### src/rtl/tcpq_pkg.sv
// Shared constants and types for the two-class priority queue.
`default_nettype none

package tcpq_pkg;

   // Entries held per class.
   localparam int CLASS_DEPTH = 16;
   // Identifier bits kept in storage, never more than the 16-bit port carries.
   localparam int ID_BITS     = 16;
   localparam int PORT_BITS   = 16;
   localparam int STORE_BITS  = (ID_BITS < PORT_BITS) ? ID_BITS : PORT_BITS;
   // Occupancy counter must hold CLASS_DEPTH itself.
   localparam int COUNT_BITS  = $clog2(CLASS_DEPTH + 1);
   // Total occupancy field and its saturation value.
   localparam int TOTAL_BITS  = 6;
   localparam int TOTAL_MAX   = (1 << TOTAL_BITS) - 1;

   // Item codes on req_mode.
   localparam logic MODE_ENQUEUE = 1'b0;
   localparam logic MODE_SERVE   = 1'b1;

   // Per-cell control from the class row.
   typedef struct packed {
      logic shift;   // take the neighbour's entry (head moves on)
      logic load;    // write the incoming identifier here
   } tcpq_cell_ctrl_type;

   // Class status towards the top level.
   typedef struct packed {
      logic [COUNT_BITS-1:0] count;
      logic                  full;
      logic                  empty;
      logic [STORE_BITS-1:0] head;
   } tcpq_class_stat_type;

endpackage

`default_nettype wire

### src/rtl/tcpq_cell.sv
// One storage cell of a class row: holds one identifier, loads or shifts.
`default_nettype none

module tcpq_cell (
   input  wire                              clock,
   input  tcpq_pkg::tcpq_cell_ctrl_type     ctrl,
   input  wire  [tcpq_pkg::STORE_BITS-1:0]  load_data,
   input  wire  [tcpq_pkg::STORE_BITS-1:0]  next_data,
   output logic [tcpq_pkg::STORE_BITS-1:0]  data
);
   import tcpq_pkg::*;

   logic [STORE_BITS-1:0] data_ff;
   logic [STORE_BITS-1:0] data_in;

   // Shift towards the head on serve, load at the tail on enqueue
   always_comb begin
      data_in = data_ff;
      if (ctrl.shift) begin
         data_in = next_data;
      end else if (ctrl.load) begin
         data_in = load_data;
      end
   end

   // Payload only, no reset
   always_ff @(posedge clock) begin
      data_ff <= data_in;
   end

   assign data = data_ff;

endmodule

`default_nettype wire

### src/rtl/tcpq_class.sv
// One class: a row of cells with the head in cell 0 and an occupancy count.
`default_nettype none

module tcpq_class (
   input  wire                              clock,
   input  wire                              reset,
   input  wire                              push,
   input  wire                              pop,
   input  wire  [tcpq_pkg::STORE_BITS-1:0]  push_data,
   output tcpq_pkg::tcpq_class_stat_type    stat
);
   import tcpq_pkg::*;

   logic [COUNT_BITS-1:0] count_ff;
   logic [COUNT_BITS-1:0] count_in;
   logic [STORE_BITS-1:0] cell_data [CLASS_DEPTH];

   // Row of cells; each hands its entry to the one nearer the head on pop
   for (genvar i = 0; i < CLASS_DEPTH; i++) begin : g_cell
      tcpq_cell_ctrl_type    ctrl;
      logic [STORE_BITS-1:0] next_data;

      assign ctrl.shift = pop;
      assign ctrl.load  = push && (count_ff == COUNT_BITS'(i));

      if (i == CLASS_DEPTH - 1) begin : g_last
         assign next_data = '0;
      end else begin : g_mid
         assign next_data = cell_data[i+1];
      end

      tcpq_cell u_cell (
         .clock     (clock),
         .ctrl      (ctrl),
         .load_data (push_data),
         .next_data (next_data),
         .data      (cell_data[i])
      );
   end

   // Occupancy; push and pop are never raised together
   always_comb begin
      count_in = count_ff;
      if (push) begin
         count_in = count_ff + COUNT_BITS'(1);
      end else if (pop) begin
         count_in = count_ff - COUNT_BITS'(1);
      end
   end

   always_ff @(posedge clock) begin
      if (reset) begin
         count_ff <= '0;
      end else begin
         count_ff <= count_in;
      end
   end

   assign stat.count = count_ff;
   assign stat.full  = (count_ff == COUNT_BITS'(CLASS_DEPTH));
   assign stat.empty = (count_ff == '0);
   assign stat.head  = cell_data[0];

   // Checks
   a_count_bound: assert property (@(posedge clock) disable iff (reset)
      int'(count_ff) <= CLASS_DEPTH)
      else $error("class occupancy beyond depth");
   a_no_overflow: assert property (@(posedge clock) disable iff (reset)
      push |-> !stat.full)
      else $error("push into a full class");
   a_no_underflow: assert property (@(posedge clock) disable iff (reset)
      pop |-> !stat.empty && !push)
      else $error("pop from an empty class or together with push");

endmodule

`default_nettype wire

### src/rtl/two_class_priority_queue.sv
// Top level of the two-class strict-priority queue.
`default_nettype none

// Two-class strict-priority queue. A command is taken at every clock edge with
// start high and busy low; busy stays low, so one command per cycle is
// sustained. Each command gives exactly one result, shown for one cycle with
// rsp_strobe high in the cycle after it was taken; the receiver cannot stall.
// Enqueue (req_mode 0) appends req_entry_id to the class named by
// req_is_priority, or sets rsp_enqueue_refused when that class is full. Serve
// (req_mode 1) returns the oldest priority entry, else the oldest normal entry,
// else rsp_served_valid low. Each class is a row of CLASS_DEPTH cells whose
// head sits in the first cell; a serve shifts every cell of the row towards
// the head. No clearing pass runs after reset.
module two_class_priority_queue (
   input  wire                               clock,
   input  wire                               reset,
   input  wire                               start,
   output logic                              busy,
   input  wire                               req_mode,
   input  wire                               req_is_priority,
   input  wire  [15:0]                       req_entry_id,
   output logic                              rsp_strobe,
   output logic                              rsp_served_valid,
   output logic [15:0]                       rsp_served_id,
   output logic                              rsp_served_priority,
   output logic                              rsp_enqueue_refused,
   output logic [tcpq_pkg::TOTAL_BITS-1:0]   rsp_total_queued
);
   import tcpq_pkg::*;

   tcpq_class_stat_type   prio_stat;
   tcpq_class_stat_type   norm_stat;
   logic                  accept;
   logic                  is_serve;
   logic                  prio_push;
   logic                  norm_push;
   logic                  prio_pop;
   logic                  norm_pop;
   logic [STORE_BITS-1:0] store_id;
   logic [COUNT_BITS:0]   total_next;

   logic                  strobe_ff;
   logic                  strobe_in;
   logic                  valid_ff;
   logic                  valid_in;
   logic [PORT_BITS-1:0]  id_ff;
   logic [PORT_BITS-1:0]  id_in;
   logic                  sprio_ff;
   logic                  sprio_in;
   logic                  refused_ff;
   logic                  refused_in;
   logic [TOTAL_BITS-1:0] total_ff;
   logic [TOTAL_BITS-1:0] total_in;

   assign busy     = 1'b0;
   assign accept   = start && !busy;
   assign is_serve = (req_mode == MODE_SERVE);
   assign store_id = req_entry_id[STORE_BITS-1:0];

   // Command decode into class push and pop
   assign prio_push = accept && !is_serve && req_is_priority && !prio_stat.full;
   assign norm_push = accept && !is_serve && !req_is_priority && !norm_stat.full;
   assign prio_pop  = accept && is_serve && !prio_stat.empty;
   assign norm_pop  = accept && is_serve && prio_stat.empty && !norm_stat.empty;

   tcpq_class u_prio (
      .clock     (clock),
      .reset     (reset),
      .push      (prio_push),
      .pop       (prio_pop),
      .push_data (store_id),
      .stat      (prio_stat)
   );

   tcpq_class u_norm (
      .clock     (clock),
      .reset     (reset),
      .push      (norm_push),
      .pop       (norm_pop),
      .push_data (store_id),
      .stat      (norm_stat)
   );

   // Occupancy after this command, saturated to the field
   always_comb begin
      total_next = (COUNT_BITS+1)'(prio_stat.count) + (COUNT_BITS+1)'(norm_stat.count);
      if (prio_push || norm_push) begin
         total_next = total_next + (COUNT_BITS+1)'(1);
      end else if (prio_pop || norm_pop) begin
         total_next = total_next - (COUNT_BITS+1)'(1);
      end
   end

   // Result register
   always_comb begin
      strobe_in  = accept;
      valid_in   = prio_pop || norm_pop;
      sprio_in   = prio_pop;
      refused_in = accept && !is_serve && !(prio_push || norm_push);
      id_in      = '0;
      if (prio_pop) begin
         id_in = PORT_BITS'(prio_stat.head);
      end else if (norm_pop) begin
         id_in = PORT_BITS'(norm_stat.head);
      end
      if (int'(total_next) > TOTAL_MAX) begin
         total_in = TOTAL_BITS'(TOTAL_MAX);
      end else begin
         total_in = TOTAL_BITS'(total_next);
      end
   end

   always_ff @(posedge clock) begin
      if (reset) begin
         strobe_ff <= 1'b0;
      end else begin
         strobe_ff <= strobe_in;
      end
   end

   always_ff @(posedge clock) begin
      valid_ff   <= valid_in;
      id_ff      <= id_in;
      sprio_ff   <= sprio_in;
      refused_ff <= refused_in;
      total_ff   <= total_in;
   end

   assign rsp_strobe          = strobe_ff;
   assign rsp_served_valid    = valid_ff;
   assign rsp_served_id       = id_ff;
   assign rsp_served_priority = sprio_ff;
   assign rsp_enqueue_refused = refused_ff;
   assign rsp_total_queued    = total_ff;

   // Checks
   a_one_result: assert property (@(posedge clock) disable iff (reset)
      accept |=> rsp_strobe)
      else $error("taken command gave no result transfer");
   a_serve_xor_refuse: assert property (@(posedge clock) disable iff (reset)
      rsp_strobe |-> !(rsp_served_valid && rsp_enqueue_refused))
      else $error("result both served and refused");
   a_empty_serve_zero: assert property (@(posedge clock) disable iff (reset)
      rsp_strobe && !rsp_served_valid |-> rsp_served_id == '0 && !rsp_served_priority)
      else $error("served fields set without a served entry");
   a_strict_order: assert property (@(posedge clock) disable iff (reset)
      norm_pop |-> prio_stat.empty)
      else $error("normal entry served while priority entries wait");

endmodule

`default_nettype wire

### config.mk
export PLATFORM = sky130hd
export DESIGN_NAME = two_class_priority_queue
export DESIGN_NICKNAME = d
export VERILOG_FILES = /design/src/rtl/tcpq_pkg.sv /design/src/rtl/tcpq_cell.sv /design/src/rtl/tcpq_class.sv /design/src/rtl/two_class_priority_queue.sv
export SDC_FILE = /design/constraint.sdc
export NUM_CORES = 1
export LEC_CHECK = 0
export BUFFER_PORTS_ARGS = -buffer_cell sky130_fd_sc_hd__buf_2
export CAP_MARGIN = 10
export CORE_ASPECT_RATIO = 1.5
export CORE_MARGIN = 2
export CORE_UTILIZATION = 45
export CTS_CLUSTER_DIAMETER = 200
export DETAILED_ROUTE_END_ITERATION = 8
export PLACE_DENSITY = 0.62
export SETUP_SLACK_MARGIN = 0.4
export SLEW_MARGIN = 20
export SYNTH_ARGS = -nofsm -noshare
export SYNTH_HDL_FRONTEND = slang
export SYNTH_SLANG_ARGS = --single-unit
### constraint.sdc
create_clock -name clock -period 4.9 [get_ports clock]
set_input_delay 0.49 -clock clock [delete_from_list [all_inputs] [get_ports clock]]
set_output_delay 0.49 -clock clock [all_outputs]
set_load 0.02 [all_outputs]
* After elaboration in Yosys (flattened, before gate mapping)
Index checks and enable logic that the tools add are counted.
** Word-level totals
- Output and inout bits :: 27
- Register bits :: 548
- Input port bits :: 21
** Cells by class
- Reduce and logical (&&, ||, !) cells :: 85
- $add $sub $neg :: 7
- Muxes and demuxes :: 68
- Equal/unequal tests :: 32
** Operator list (count)
- $mux 16 :: 62
- $eq 5x4->1 const B :: 16
- $reduce_bool 2->1 :: 32
- $logic_and 1x1->1 :: 42
- $eq 5x3->1 const B :: 8
- $eq 5x2->1 const B :: 4
- $mux 5 :: 4
- $mux 6 :: 2
- $add 5x1->5 const B :: 2
- $eq 5x1->1 const B :: 2
- $eq 5x5->1 const B :: 2
- $logic_not 5->1 :: 2
- $sub 5x1->5 const B :: 2
- $logic_not 1->1 :: 7
- $add 5x5->6 :: 1
- $add 6x1->6 const B :: 1
- $sub 6x1->6 const B :: 1
- $logic_or 1x1->1 :: 2

* Longest topological paths before layout
- Depth in word-level cells :: 7
- Mapped depth :: 9

* Cells and area by module
Synthesis repeated with hierarchy kept, for this count alone.
** Unflattened totals
- Cell total of the unflattened synthesis :: 1358
- Area, all modules :: 25563.3 um^2
** By module, submodules not included
- tcpq_cell :: seq. area each 480.5 um^2, area an instance 732.0 um^2, cells an instance 35, instances 32
- two_class_priority_queue :: seq. area each 520.5 um^2, area an instance 1124.8 um^2, cells an instance 106, instances 1
- tcpq_class :: seq. area each 100.1 um^2, area an instance 508.0 um^2, cells an instance 66, instances 2

* Worst setup path after synthesis
No wires, ideal clock.
- Kind :: flip-flop to flip-flop
- From :: register u_norm.count_ff[1]
- To :: register u_norm.g_cell[1].u_cell.data_ff[0], enable pin
- Required time :: 4.435 ns
- Setup time :: 0.465 ns
- Arrival :: 2.424 ns
- Cell stages (with the launch flop) :: 8
- Path slack :: 2.012 ns
- Cells stage by stage :: dfxtp_1 inv_1 ha_1 nor4b_1 or3_4 buf_6 clkbuf_1 o21ai_0
** Between the ends
- Cells in the longest elaborated chain, start to end :: 5
- Elaborated cells between the ends (all ways) :: 9
- Classes of those cells :: 2 x eq/ne; 7 x reduce/logical
** RTL lines
- from (decl) :: RTL line tcpq_class.sv:14 : logic [COUNT_BITS-1:0] count_ff;
- from (signal assigned) :: RTL line tcpq_class.sv:55 : count_ff <= count_in;
- $eq 5x5->1 :: RTL line tcpq_class.sv:60 : assign stat.full = (count_ff == COUNT_BITS'(CLASS_DEPTH));
- $logic_not 1->1 :: RTL line two_class_priority_queue.sv:62 : assign norm_push = accept && !is_serve && !req_is_priority && !norm_stat.full;
- $logic_and 1x1->1 :: RTL line two_class_priority_queue.sv:62
- $logic_and 1x1->1 :: RTL line tcpq_class.sv:24 : assign ctrl.load = push && (count_ff == COUNT_BITS'(i));
- $reduce_bool 2->1 (no source line) *
- to (signal assigned) :: RTL line tcpq_cell.sv:28 : data_ff <= data_in;
- to (decl) :: RTL line tcpq_cell.sv:13 : logic [STORE_BITS-1:0] data_ff;
Mark *: on every way between the ends. The rest lies on a longest branch, timed or not.
A chain may end at the register's enable or synchronous reset.

* Final worst setup path
- From :: register u_prio.count_ff[1]
- To :: register u_prio.g_cell[3].u_cell.data_ff[5] (data pin)
** Between the ends
- Cells in the longest elaborated chain, start to end :: 4
** RTL lines
- from (decl) :: RTL line tcpq_class.sv:14
- from (signal assigned) :: RTL line tcpq_class.sv:55
- $logic_not 5->1 :: RTL line tcpq_class.sv:61 : assign stat.empty = (count_ff == '0);
- $logic_not 1->1 :: RTL line two_class_priority_queue.sv:63 : assign prio_pop = accept && is_serve && !prio_stat.empty;
- $logic_and 1x1->1 :: RTL line two_class_priority_queue.sv:63
- $mux 16 :: RTL line tcpq_cell.sv:19 : if (ctrl.shift) begin
- net u_prio.g_cell[3].u_cell.data_in[5] :: RTL line tcpq_cell.sv:14 : logic [STORE_BITS-1:0] data_in;
- to (signal assigned) :: RTL line tcpq_cell.sv:28
- to (decl) :: RTL line tcpq_cell.sv:13
The timed path passes the listed nets, and every way through them passes these cells.

==> flow_summary_export.csv <==
group,metric,value,unit
run_status,status,"finished clean",
synth,yosys_warnings,0,
timing,skew,19.9,ps
power,design_power_total,11.8,mW
critical_path,reg2reg_to,"u_prio.g_cell[3].u_cell.data[5]",
route,ant_nets,0,
placement,post-place-ws,1740,ps
cts,clock_sinks,548,
finish,layout.nets,1528,
finish,finalNonFillerCells,2183,
cts,clk_latency,570,ps
cts,post_cts_buffers,0,
floorplanning,io_pins,48,
placement,port_buffers,46,
cts,ctsResizeCount,0,
cts,clkTransAtPathRegs,60,ps
timing,setup_viol,0,
worst_hold_path,worstHoldStart,"req_entry_id[13]",
critical_path,cp.arrival,3650,ps
synth,synth_nets,1542,
synth,synth_cell_types,54,
critical_path,crit_path_end_kind,"flop",
critical_path,criticalPathCategory,"reg2reg",
synth,synth.area.top_cells,"edfxtp_1 65%, a21o_1 15%, dfxtp_1 6.1%",
timing,report.final.slew_viol_count,0,
synth,synth_cells,1501,
cts,htreeDepth,2,
timing,setup_tns,0,ps
cts,cts.path.max_buffers,3,
route,wl,39400,microns
timing,fmax,0.311,GHz
synth,ys_seq_area_share,70.9,%
finish,syn_to_final_growth,9.50,%
cts,hold_buffers,0,
critical_path,cp-start-kind,"flop",
timing,min_period_over_period,65.6,%
global_routing,grt_pass1_vias,11535,
critical_path,crit_slowest_cell,"buf_4",
global_routing,grt_usage,15.5,%
timing,relSlewSlack,36.1,%
critical_path,cpMostUsedCell,"buf_4",
timing,tightestPinTransition,958,ps
critical_path,reg2reg_slack,1690,ps
job,drv_cap,0,
cts,cts_made_buffers,51,
placement,hpwl,25200,microns
power,worst_ir_drop_vdd,0.289,mV
timing,fin_crit,3210,ps
synth,netlist_area,0.0222,sq mm
critical_path,path_cells,"inv_1, ha_1, or4b_4, nand3_1, buf_4, inv_8, buf_4, a21o_1",
route,wl_per_cell,18.1,microns
finish,drive_gt1_share,13.2,%
cts,cts_tree,"built",
cts,root_buffer,"clkbuf_16",
power,p_leak,10.3,nW
timing,rsz0062_at_grt,"no",
floorplanning,die_h,276,microns
worst_hold_path,min_path_cells,3,
synth,synth_edf_count,480,
floorplanning,dieArea,0.0512,sq mm
route,drc,0,
route,drt_iter0_markers,951,
finish,layout_commonest_cell,"edfxtp_1",
timing,final_hold_viol_count,0,
floorplanning,core.rowCount,99,
worst_hold_path,whs_endpoint,"u_norm.g_cell[15].u_cell.data[13]",
route,vias,11631,
critical_path,ff2ff_path_depth,8,
timing,layout_setup_ws,1690,ps
synth,synth_top_area_share,64.8,%
worst_hold_path,min-delay-path-class,"in2reg",
floorplanning,core_area,0.0487,sq mm
critical_path,critPathMaxStageDelay,780,ps
critical_path,reg2reg_from,"u_prio.count_ff[1]",
route,vias_per_cell,5.33,
finish,design_area,0.0244,sq mm
global_routing,overflow,0,
critical_path,worstPathRequired,5330,ps
placement,dp.cells,2090,
placement,gp_congestion,0.796,
finish,utilization,50.0,%
floorplanning,die_w,186,microns
floorplanning,start_util,45.7,%
placement,placed_area,0.0227,sq mm
synth,synth_area_per_cell,14.8,sq um
synth,synth_seq_cells,548,
critical_path,crit_path_max_fanout,131,
synth,synthArstFlopShare,0,%
global_routing,antenna_found_initial,3,
finish,final_cell_mix,"480 x edfxtp_1, 451 x a21o_1, 83 x nand2_1",
synth,yosysTopAreaCell,"edfxtp_1",
timing,holdWs,210,ps
global_routing,grt_pass1_wl,63000,microns
route,drt-pass1-iter-count,7,
power,p_per_area,486,mW/mm^2
global_routing,grt_start_max_net_pins,146,
finish,antenna_cells,0,
synth,ys.flop_type,"edfxtp_1",
[worst max-delay path: cells and delay by family (launching register included)]
kind                       cells  cell delay [ps]
AOI/OAI and AO/OA              1              230
adders and majority gates      1              250
buffers and inverters          4             1730
DFF                            1              430
and+or+nand+nor                2              330
[where the power goes]
part / switching (mW) / total (mW) / internal (mW)
registers: 0.179 / 6.10 / 5.92
logic: 1.21 / 1.90 / 0.697
clock network: 1.64 / 3.82 / 2.18
[kinds of logic after synthesis]
kind of cell    count (synthesis)  share of synthesized area (%)
simple gates                  174                           4.05
xor+xnor                       12                          0.473
compound gates                590                           19.3
flops                         548                           70.9
other cells                     1                         0.0169
buf+inv                       154                           3.94
mux                             2                         0.0900
fa+ha+maj                      20                           1.16
[how the worst max path moves through the flow]
stage / start / endpoint / cells past startpoint
3_3_place_gp: u_norm.count_ff[1] / u_norm.g_cell[2].u_cell.data[12] / 5
6_report: u_prio.count_ff[1] / u_prio.g_cell[3].u_cell.data[5] / 8
2_1_floorplan: u_norm.count_ff[1] / u_norm.g_cell[1].u_cell.data[0] / 7
3_5_place_dp: u_prio.count_ff[1] / u_prio.g_cell[3].u_cell.data[5] / 8
4_1_cts: u_prio.count_ff[1] / u_prio.g_cell[3].u_cell.data[5] / 8
5_1_grt: u_prio.count_ff[1] / u_prio.g_cell[0].u_cell.data[12] / 8
[sequential cells by signal, summed over array words and instances (netlist names)]
register and count:
u_prio.g_cell.u_cell.data 256, u_norm.g_cell.u_cell.data 256, u_prio.count_ff 5, rsp_served_id 16, rsp_strobe 1, rsp_served_valid 1, rsp_enqueue_refused 1, u_norm.count_ff 5
rsp_served_priority 1, rsp_total_queued 6
[routing by layer]
layer	routed length, microns	track usage (%)
met5	31	0
met4	1200	5.56
met3	1540	2.56
met2	19700	26.1
met1	17000	20.2
[layout make-up]
cell class                 count  area (sq um)
sequential                   548         15800
tap                          656           821
clock buffer                  74          1430
timing repair buffer          75           477
fill                        4134         24300
inverter                      12          52.6
clock inverter                19           173
multi-input combinational    799          5620
[Yosys cell counts (2+ instances only)]
cell type	n
inv_1	11
a22oi_1	4
xor2_1	4
a22o_1	16
or3_1	2
nor4b_1	3
a31oi_1	2
and3_1	4
a21o_1	451
nand2_1	83
nand3_1	5
o21a_1	2
nand2b_1	8
buf_4	2
clkbuf_2	3
o21ai_0	32
nor2_1	15
xnor2_1	8
buf_1	5
nor2b_1	2
or2_2	3
nor3_1	4
a21o_2	30
mux2i_1	2
nand3b_1	2
edfxtp_1	480
clkbuf_1	67
a21oi_1	44
a2111oi_0	2
and2_4	12
ha_1	19
buf_2	38
buf_6	17
and2_1	23
dfxtp_1	68
buf_8	10
Power figures use the tool's default switching activity.
